--- config.mk ---
export PLATFORM = sky130hd
export DESIGN_NAME = spa_ram
export DESIGN_NICKNAME = d
export VERILOG_FILES = /design/src/rtl/sparse_accumulator_spmspv_macros.svh /design/src/rtl/spa_ram.sv
export SDC_FILE = /design/constraint.sdc
export NUM_CORES = 1
export LEC_CHECK = 0
export BUFFER_PORTS_ARGS = -buffer_cell sky130_fd_sc_hd__buf_2
export CORE_MARGIN = 5
export CORE_UTILIZATION = 51
export DETAILED_ROUTE_END_ITERATION = 7
export PLACE_DENSITY = 0.68
export SYNTH_ARGS = -nofsm -noshare
export SYNTH_HDL_FRONTEND = slang
export SYNTH_SLANG_ARGS = --single-unit
--- constraint.sdc ---
create_clock -name clk -period 2.1 [get_ports clk]
set_input_delay 0.105 -clock clk [delete_from_list [all_inputs] [get_ports clk]]
set_output_delay 0.105 -clock clk [all_outputs]
set_load 0.005 [all_outputs]
--- src/rtl/sparse_accumulator_spmspv_macros.svh ---
// assertion macros for the sparse accumulator
`ifndef SPARSE_ACCUMULATOR_SPMSPV_MACROS_SVH
`define SPARSE_ACCUMULATOR_SPMSPV_MACROS_SVH

// same-cycle implication, sampled on clk, off while rst_n is low
`define SPA_ASSERT_IMPL(name, ante, cons, msg) \
    name: assert property (@(posedge clk) disable iff (!rst_n) (ante) |-> (cons)) \
        else $error(msg);

// next-cycle implication, sampled on clk, off while rst_n is low
`define SPA_ASSERT_NEXT(name, ante, cons, msg) \
    name: assert property (@(posedge clk) disable iff (!rst_n) (ante) |=> (cons)) \
        else $error(msg);

`endif

--- src/rtl/spa_ram.sv ---
// generic single-clock ram, one write and one registered read port
module spa_ram #(
    parameter int DATA_W = 8,
    parameter int DEPTH  = 16
) (
    input  logic                       clk,
    input  logic                       we,
    input  logic [$clog2(DEPTH)-1:0]   waddr,
    input  logic [DATA_W-1:0]          wdata,
    input  logic                       re,
    input  logic [$clog2(DEPTH)-1:0]   raddr,
    output logic [DATA_W-1:0]          rdata
);

    logic [DATA_W-1:0] mem [DEPTH];
    logic [DATA_W-1:0] rdata_reg;

    always_ff @(posedge clk)
    begin
        if (we)
        begin
            mem[waddr] <= wdata;
        end
    end

    always_ff @(posedge clk)
    begin
        if (re)
        begin
            rdata_reg <= mem[raddr];
        end
    end

    assign rdata = rdata_reg;

endmodule

==> qor.csv <==
stage,metric,value,unit
outcome,status,"finished, final reports clean",
clock_network,cts.reportedPaths.clkPinSlew,60,ps
floorplan,dieArea,0.0124,mm^2
synth,yosysWarnings,0,
timing,slew_headroom,0.494,
synth,synth-simple-area-share,0.0314,
synth,syn_nets,248,
detailed_routing,wl_per_cell,22.3,um
final_layout,area_growth,17.8,%
global_routing,antenna_found_initial,0,
global_routing,grt_pass1_vias,2557,
detailed_routing,first_pass_iters,4,
synth,syn_area_per_cell,22.8,um^2
detailed_routing,ant_nets,0,
pwr,power.density,929,mW/mm^2
synth,synth_top_family_by_area,multiplexers,
final_layout,final_nets,310,
floorplan,die_w,111,um
synth,synthMuxAreaShare,0.148,
global_routing,groute.usage.overall,0.171,
detailed_routing,vias,2477,
setup_path,cp-start-kind,flip-flop,
pwr,p_sw_frac,0.198,
detailed_routing,viasPerCell,5.67,
final_layout,drive_gt1_frac,0.279,
floorplan,core_region_area,0.0101,mm^2
synth,synth-xor-area-share,0,
timing,setup_violations,0,
detailed_routing,drt_wl_total,9.75,mm
pwr,power_frac_seq,0.538,
global_routing,grt_max_degree,33,
final_layout,fin_area,0.00616,mm^2
pwr,internal_power,4.59,mW
synth,syn_inst,229,
clock_network,cts_tree,yes,
timing,period_share,0.694,
timing,setup-tns-final,0,ps
timing,skew,4.69,ps
clock_network,cts-root-buf,clkbuf_8,
setup_path,required,2360,ps
synth,synth_compound_area_frac,0.0230,
synth,synthAdderAreaFrac,0,
placed_design,gp_congestion,0.756,
clock_network,h-tree-depth,4,
worst_hold_path,hp-class,input pin to flip-flop,
clock_network,clock_latency,510,ps
global_routing,grt_pass1_wl,15.2,mm
detailed_routing,drtIter0Drc,199,
placed_design,io_buffer_count,26,
pwr,p_clk_frac,0.412,
clock_network,cts_buffers,17,
timing,period_needed,1460,ps
synth,synth_sequential_area_ratio,0.781,
run,maxCapViolCount,0,
setup_path,crit_type,flip-flop to flip-flop,
floorplan,die_h,111,um
final_layout,fin_util,0.607,
placed_design,hpwl,6.06,mm
global_routing,grt_overflow,0,
pwr,p_sw,1.13,mW
timing,hold_violations,0,
timing,rsz0062_at_grt,false,
placed_design,place_area,0.00560,mm^2
floorplan,start_util,0.516,
synth,netlist_area,0.00523,mm^2
detailed_routing,drc_errors,0,
final_layout,antenna-diode-count,0,
setup_path,cp.arrival,1720,ps
clock_network,cts_resized,0,
pwr,leakage,2.08,nW
setup_path,end_kind,flip-flop,
clock_network,cts_sinks,136,
clock_network,cts_setup_buffers,0,
timing,finalMaxSlewViolations,0,
floorplan,ios,27,
synth,synth-seq-cells,136,
pwr,ir_drop,0.494,mV
timing,tightest_slew,757,ps
final_layout,largest_reg_flops,128,
pwr,pwr-share-comb,0.049,
timing,fmax,686,MHz
setup_path,critPathMaxFanout,1,
clock_network,clock_path_buffers,2,
floorplan,rows,37,
synth,synth.distinct_cells,18,
==> layer usage <==
metal  track usage  part of all wire  up-vias
li1              -                 -     1107
met1         0.229              0.43     1300
met2         0.269              0.52       58
met3        0.0551             0.044       12
met4        0.0560             0.014        0
met5             0                 0        -
==> power by group through the flow <==
| stage | combinational [mW] | sequential (mW) | clock, mW |
|---|---|---|---|
| 4_1_cts | 0.290 | 3.08 | 2.40 |
| 3_3_place_gp | 0.270 | 3.13 | 0 |
| 2_1_floorplan | 0.154 | 3.13 | 0 |
| 6_report | 0.283 | 3.08 | 2.36 |
| 5_1_grt | 0.309 | 3.08 | 2.55 |
| 3_5_place_dp | 0.276 | 3.13 | 0 |
==> final timing paths <==
| kind | slack, ps | end | start | cells past startpoint |
|---|---|---|---|---|
| max | 640 | rdata[3] | mem[5][3] | 3 |
| min | 150 | mem[8][5] | waddr[0] | 3 |
| max reg2reg | 640 | rdata[3] | mem[5][3] | 3 |
| min reg2reg | 760 | rdata[5] | mem[14][5] | 3 |
==> cells in the final DEF (no fill, tap or decap), types with 4 or more instances in the layout <==
master / n
buf_4: 16
buf_2: 26
nand2_1: 9
mux4_2: 18
mux4_1: 14
clkinv_1: 4
dlygate4sd3_1: 9
nor2_1: 13
clkbuf_16: 16
edfxtp_1: 136
a22oi_1: 16
clkbuf_1: 4
clkinv_2: 4
nor3_1: 4
==> what timing repair did <==
item,4_1_cts,5_1_grt
setup endpoints to repair,0,0
hold buffers,9,0
hold endpoints to repair,136,0
==> cell type report <==
type / count / area, um^2
fillers: 716 / 3980
repair buffers: 53 / 380
well taps: 136 / 170
clock inverters: 8 / 35.0
clock buffers: 21 / 429
flip-flops and latches: 136 / 4080
multi-input cells: 83 / 1060
==> logic make-up (layout without fill, tap and decap cells) <==
family,after synthesis,in the layout
AO/OA/AOI/OAI,16,16
buffers and inverters,10,82
flip-flops,136,136
multiplexers,32,32
AND/OR/NAND/NOR,35,35
==> critical path, stage by stage, from the launching register on <==
cell and delay [ps]:
edfxtp_1 350, mux4_1 520, a22oi_1 240, nand2_1 100
==> Yosys cell counts (all sizes together) <==
| cell | count | area (um^2) |
|---|---|---|
| nor2b | 1 | 6.26 |
| edfxtp | 136 | 4080 |
| nand2b | 2 | 12.5 |
| nand3b | 2 | 15.0 |
| nor2 | 13 | 48.8 |
| clkdlybuf4s25 | 3 | 30.0 |
| and2b | 1 | 7.51 |
| nand2 | 9 | 33.8 |
| nor3 | 4 | 20.0 |
| a22oi | 16 | 120 |
| and2 | 1 | 6.26 |
| buf | 7 | 56.3 |
| mux4 | 32 | 773 |
| nand3 | 1 | 5.00 |
| or3b | 1 | 8.76 |
==> metrics by stage <==
stage	instances	total power [mW]	worst slack, ps	hold WS (ps)
after floorplan	229	3.28	502	204
after global placement	399	3.40	395	494
after detailed placement	399	3.41	376	498
after CTS	437	5.77	603	131
after global routing	437	5.94	553	141
final	437	5.72	643	152
Power figures use the tool's default switching activity.
