--- config.mk ---
export PLATFORM = sky130hd
export DESIGN_NAME = spa_qmul
export DESIGN_NICKNAME = d
export VERILOG_FILES = /design/src/rtl/sparse_accumulator_spmspv_macros.svh /design/src/rtl/spa_pkg.sv /design/src/rtl/spa_qmul.sv
export SDC_FILE = /design/constraint.sdc
export NUM_CORES = 2
export LEC_CHECK = 0
export ABC_AREA = 1
export BUFFER_PORTS_ARGS = -buffer_cell sky130_fd_sc_hd__buf_2
export CAP_MARGIN = 20
export CORE_MARGIN = 8
export CORE_UTILIZATION = 25
export CTS_BUF_LIST = sky130_fd_sc_hd__clkbuf_8 sky130_fd_sc_hd__clkbuf_16
export CTS_CLUSTER_DIAMETER = 40
export CTS_CLUSTER_SIZE = 20
export DETAILED_ROUTE_END_ITERATION = 7
export GPL_ROUTABILITY_DRIVEN = 0
export MAX_ROUTING_LAYER = met4
export PLACE_DENSITY = 0.48
export SLEW_MARGIN = 25
export SYNTH_ARGS = -nofsm -noshare
export SYNTH_HDL_FRONTEND = slang
export SYNTH_SLANG_ARGS = --single-unit
--- constraint.sdc ---
create_clock -name clk -period 21.2 [get_ports clk]
set_input_delay 4.24 -clock clk [delete_from_list [all_inputs] [get_ports clk]]
set_output_delay 4.24 -clock clk [all_outputs]
set_load 0.005 [all_outputs]
--- src/rtl/sparse_accumulator_spmspv_macros.svh ---
// assertion macros for the sparse accumulator
`ifndef SPARSE_ACCUMULATOR_SPMSPV_MACROS_SVH
`define SPARSE_ACCUMULATOR_SPMSPV_MACROS_SVH

// same-cycle implication, sampled on clk, off while rst_n is low
`define SPA_ASSERT_IMPL(name, ante, cons, msg) \
    name: assert property (@(posedge clk) disable iff (!rst_n) (ante) |-> (cons)) \
        else $error(msg);

// next-cycle implication, sampled on clk, off while rst_n is low
`define SPA_ASSERT_NEXT(name, ante, cons, msg) \
    name: assert property (@(posedge clk) disable iff (!rst_n) (ante) |=> (cons)) \
        else $error(msg);

`endif

--- src/rtl/spa_pkg.sv ---
// shared types, constants and fixed-point helpers of the sparse accumulator
package spa_pkg;

    localparam int VERTICES = 1024;
    localparam int VTX_W    = $clog2(VERTICES);
    localparam int CNT_W    = $clog2(VERTICES + 1);
    localparam int VAL_W    = 32;
    localparam int EPOCH_W  = 8;

    // vertex table entry: epoch tag over slot number
    localparam int VTAB_W   = EPOCH_W + VTX_W;
    // slot table entry: vertex over value
    localparam int STAB_W   = VTX_W + VAL_W;

    localparam logic [EPOCH_W-1:0] EPOCH_FIRST = EPOCH_W'(1);
    localparam logic [EPOCH_W-1:0] EPOCH_LAST  = '1;

    typedef enum logic [1:0] {
        CMD_START = 2'd0,
        CMD_LOAD  = 2'd1,
        CMD_EDGE  = 2'd2,
        CMD_READ  = 2'd3
    } cmd_t;

    typedef enum logic [1:0] {
        ST_OK    = 2'd0,
        ST_FULL  = 2'd1,
        ST_RANGE = 2'd2
    } status_t;

    typedef enum logic [1:0] {
        REG_ALPHA = 2'd0,
        REG_BETA  = 2'd1,
        REG_UNIT  = 2'd2
    } reg_idx_t;

    typedef enum logic [3:0] {
        S_CLEAR,
        S_IDLE,
        S_M1,
        S_M2,
        S_M3,
        S_M4,
        S_SLOT,
        S_UPD,
        S_RDOUT
    } state_t;

    // q16.16 product: add half an lsb, floor shift, saturate to 32 bits
    function automatic logic signed [VAL_W-1:0] round_sat(input logic signed [63:0] prod);
        logic signed [63:0] q;
        logic signed [63:0] r;
        logic signed [VAL_W-1:0] res;
        q = prod + 64'sd32768;
        r = q >>> 16;
        if (r > 64'sd2147483647)
            res = {1'b0, {(VAL_W-1){1'b1}}};
        else if (r < -64'sd2147483648)
            res = {1'b1, {(VAL_W-1){1'b0}}};
        else
            res = r[VAL_W-1:0];
        return res;
    endfunction

    // saturating 32-bit add
    function automatic logic signed [VAL_W-1:0] sat_add(input logic signed [VAL_W-1:0] a,
                                                        input logic signed [VAL_W-1:0] b);
        logic signed [VAL_W:0] s;
        logic signed [VAL_W-1:0] res;
        s = {a[VAL_W-1], a} + {b[VAL_W-1], b};
        if (s[VAL_W] != s[VAL_W-1])
            res = s[VAL_W] ? {1'b1, {(VAL_W-1){1'b0}}} : {1'b0, {(VAL_W-1){1'b1}}};
        else
            res = s[VAL_W-1:0];
        return res;
    endfunction

endpackage

--- src/rtl/spa_qmul.sv ---
// two-stage q16.16 multiplier: raw product, then rounding and saturation
module spa_qmul
    import spa_pkg::*;
(
    input  logic                    clk,
    input  logic signed [VAL_W-1:0] a,
    input  logic signed [VAL_W-1:0] b,
    output logic signed [VAL_W-1:0] p
);

    logic signed [63:0]      prod_reg;
    logic signed [VAL_W-1:0] p_reg;

    always_ff @(posedge clk)
    begin
        prod_reg <= 64'(a) * 64'(b);
        p_reg    <= round_sat(prod_reg);
    end

    assign p = p_reg;

endmodule

==> reports/qor.txt <==
post-synthesis sequential area ratio: 3.935%
vias in the first global route: 35630
Post-Synthesis Cells: 5224
final hold violations: 0
Avg Inst Size Synth: 7.889 um2
count leader, synth: inv_1
Total Routing Usage GR: 14.54%
cell area after synthesis: 41210 um2
critical path arrival: 12140 ps
number of flip-flops in the largest register: 49
initial antenna violation count: 14
Hold Path Class: reg2reg
via count: 31310
Worst slew margin: 34.24%
post-synthesis simple-gate area fraction: 16.59%
synth cell count leaders: 1647 x inv_1, 1360 x nand2_1, 1081 x fa_1, 245 x nor2_1, 191 x clkbuf_1
total CTS buffers: 9
asr flop ratio synth: 0%
# rows: 149
placed cell area: 43900 um2
Starting Density: 25.06%
CP Launch Type: input pin
Layout Nets: 6493
Antenna Violating Nets Remaining: 0
cts repair resizes: 0
Post-synth EDFFs: 0
core area: 164400 um2
unrepaired setup endpoints after global routing: false
Synth area leaders: fa_1 53%, inv_1 15%, nand2_1 12%, ha_1 5.5%, dfxtp_1 3.9%
Crit. Startpoint: b[2]
Fin Clk Skew: 7.315 ps
drt wl/cell: 16.75 um
finished layout cell area: 44250 um2
crit-path max FO: 32
clock buffer depth: 2
largest net degree at the start of global routing: 33
fill count: 18000
main combinational cell family by area after synthesis: adder cells
Worst setup EP type: flip-flop
pre-CTS WS: 8884 ps
Detailed Route Iter0 Violations: 1835
Area growth, synth to finish: 7.372%
DRC viols: 0
largest area contributor in the netlist: fa_1
die width: 422.0 um
I/O Pins: 97
layout cell share with drive strength beyond 1: 3.442%
post-synthesis mux area share: 0%
H-tree level count: 3
CTS root buf: clkbuf_16
grt ovf: 0
cts hold-fix bufs: 0
# setup viols final: 0
status: complete, no violations
Syn Nets: 6551
CTS tree: built
first-pass GRT wire length: 202100 um
crit path time final: 11890 ps
Synth Area in Compound Gates: 2.878%
hold path startpoint: prod_reg[30]$_DFF_P_
Worst-Margin Slew: 986.4 ps
clock tree sinks: 81
CP Data Required Time: 21450 ps
DR vias/cell: 4.251
Pre-Repair DR Iteration Count: 7
# Max-Cap Violations: 0
top_reg_cell synth: dfxtp_1
WS Path Type: in2reg
Final Cycle Share: 56.09%
post-synth top area share: 52.51%
Post-Synth XOR/XNOR Area: 1.679%
post-synthesis register bit count: 81
adder-cell share of the synthesized area: 58.01%
Die Height: 422.0 um
postcts setup bufs: 0
Netlist cell types: 40
Worst-path clk slew: 70 ps
worst skew pair latency: 360 ps
TNS Setup: 0 ps
Post-Route WL: 123400 um
I/O Buffers: 96
Die ar.: 178100 um2
Final Max Slew Viols: 0
min setup slack post-route: 9308 ps
DP Wirelength: 104300 um
worst r2r src: prod_reg[15]$_DFF_P_
Yosys Warn Count: 0
highest clock rate: 84.09 MHz
## path summary, 6_finish.rpt
path	to	slack, ps	cells past startpoint
worst max-delay path	prod_reg[61]$_DFF_P_	9310	23
worst min-delay path	p[14]$_SDFF_PN1_	640	3
worst max register to register	p[11]$_SDFF_PN1_	18240	12
worst min register to register	p[14]$_SDFF_PN1_	640	3
## critical path, stage by stage
cell and delay (ps):
buf_2 490, nand2_1 190, inv_1 160, fa_1 460
fa_1 500, fa_1 990, inv_1 150, fa_1 740
inv_1 360, fa_1 590, inv_1 60, fa_1 550
fa_1 440, fa_1 550, inv_1 40, ha_1 360
nand2_1 130, nor2_1 240, nand2_1 120, nor2_1 270
nand4_1 240, nand3_1 140, nand2_1 60
## routing by layer
layer | global-route usage [%] | wire, um | up-vias
met4 | 3.910 | 3710 | 0
met3 | 0.5749 | 3413 | 187
li1 | - | - | 14330
met2 | 26.08 | 63220 | 684
met1 | 17.96 | 53050 | 16110
met5 | - | 0 | -
## layout by cell type, fill, tap and decap left out, types with 10 or more instances in the layout
cell,synthesis,final
xnor2_1,25,25
nand2_1,1360,1360
a21o_1,15,15
nor3_1,13,13
o21ai_0,62,62
o21bai_1,11,11
buf_4,0,33
nand3_1,66,66
a21boi_0,10,10
buf_2,3,96
fa_1,1081,1081
dfxtp_1,81,81
xor2_1,54,54
ha_1,181,181
inv_1,1647,1647
a21oi_1,86,86
nor2_1,245,245
nand4_1,24,24
## through the flow
stage / utilization (%) / cells / hold WS (ps)
detailed placement: 26.70 / 7344 / 653.8
floorplan: - / 5224 / 528.9
finish: 26.91 / 7366 / 639.5
CTS: 26.90 / 7360 / 662.2
global placement: 26.70 / 7344 / 654.7
global route: 26.91 / 7365 / 695.7
## final cells by class
type | instances | area (um2) | area share (%)
sequential | 81 | 1622 | 3.665
tap | 2189 | 2739 | 6.190
clock buffer | 9 | 225.2 | 0.5090
clock inverter | 7 | 108.9 | 0.2460
antenna | 6 | 15.01 | 0.03393
multi-input combinational | 3296 | 32620 | 73.72
inverter | 1649 | 6190 | 13.99
timing repair buffer | 129 | 728.2 | 1.646
## logic make-up after synthesis
kind of cell / Yosys count
buf+inv: 1847
xor+xnor: 79
compound gates: 209
flops: 81
simple gates: 1746
fa+ha+maj: 1262
Power is left out: the tool's default activity adds up to more than one toggle a clock period on the data nets, which glitch-free logic cannot reach.
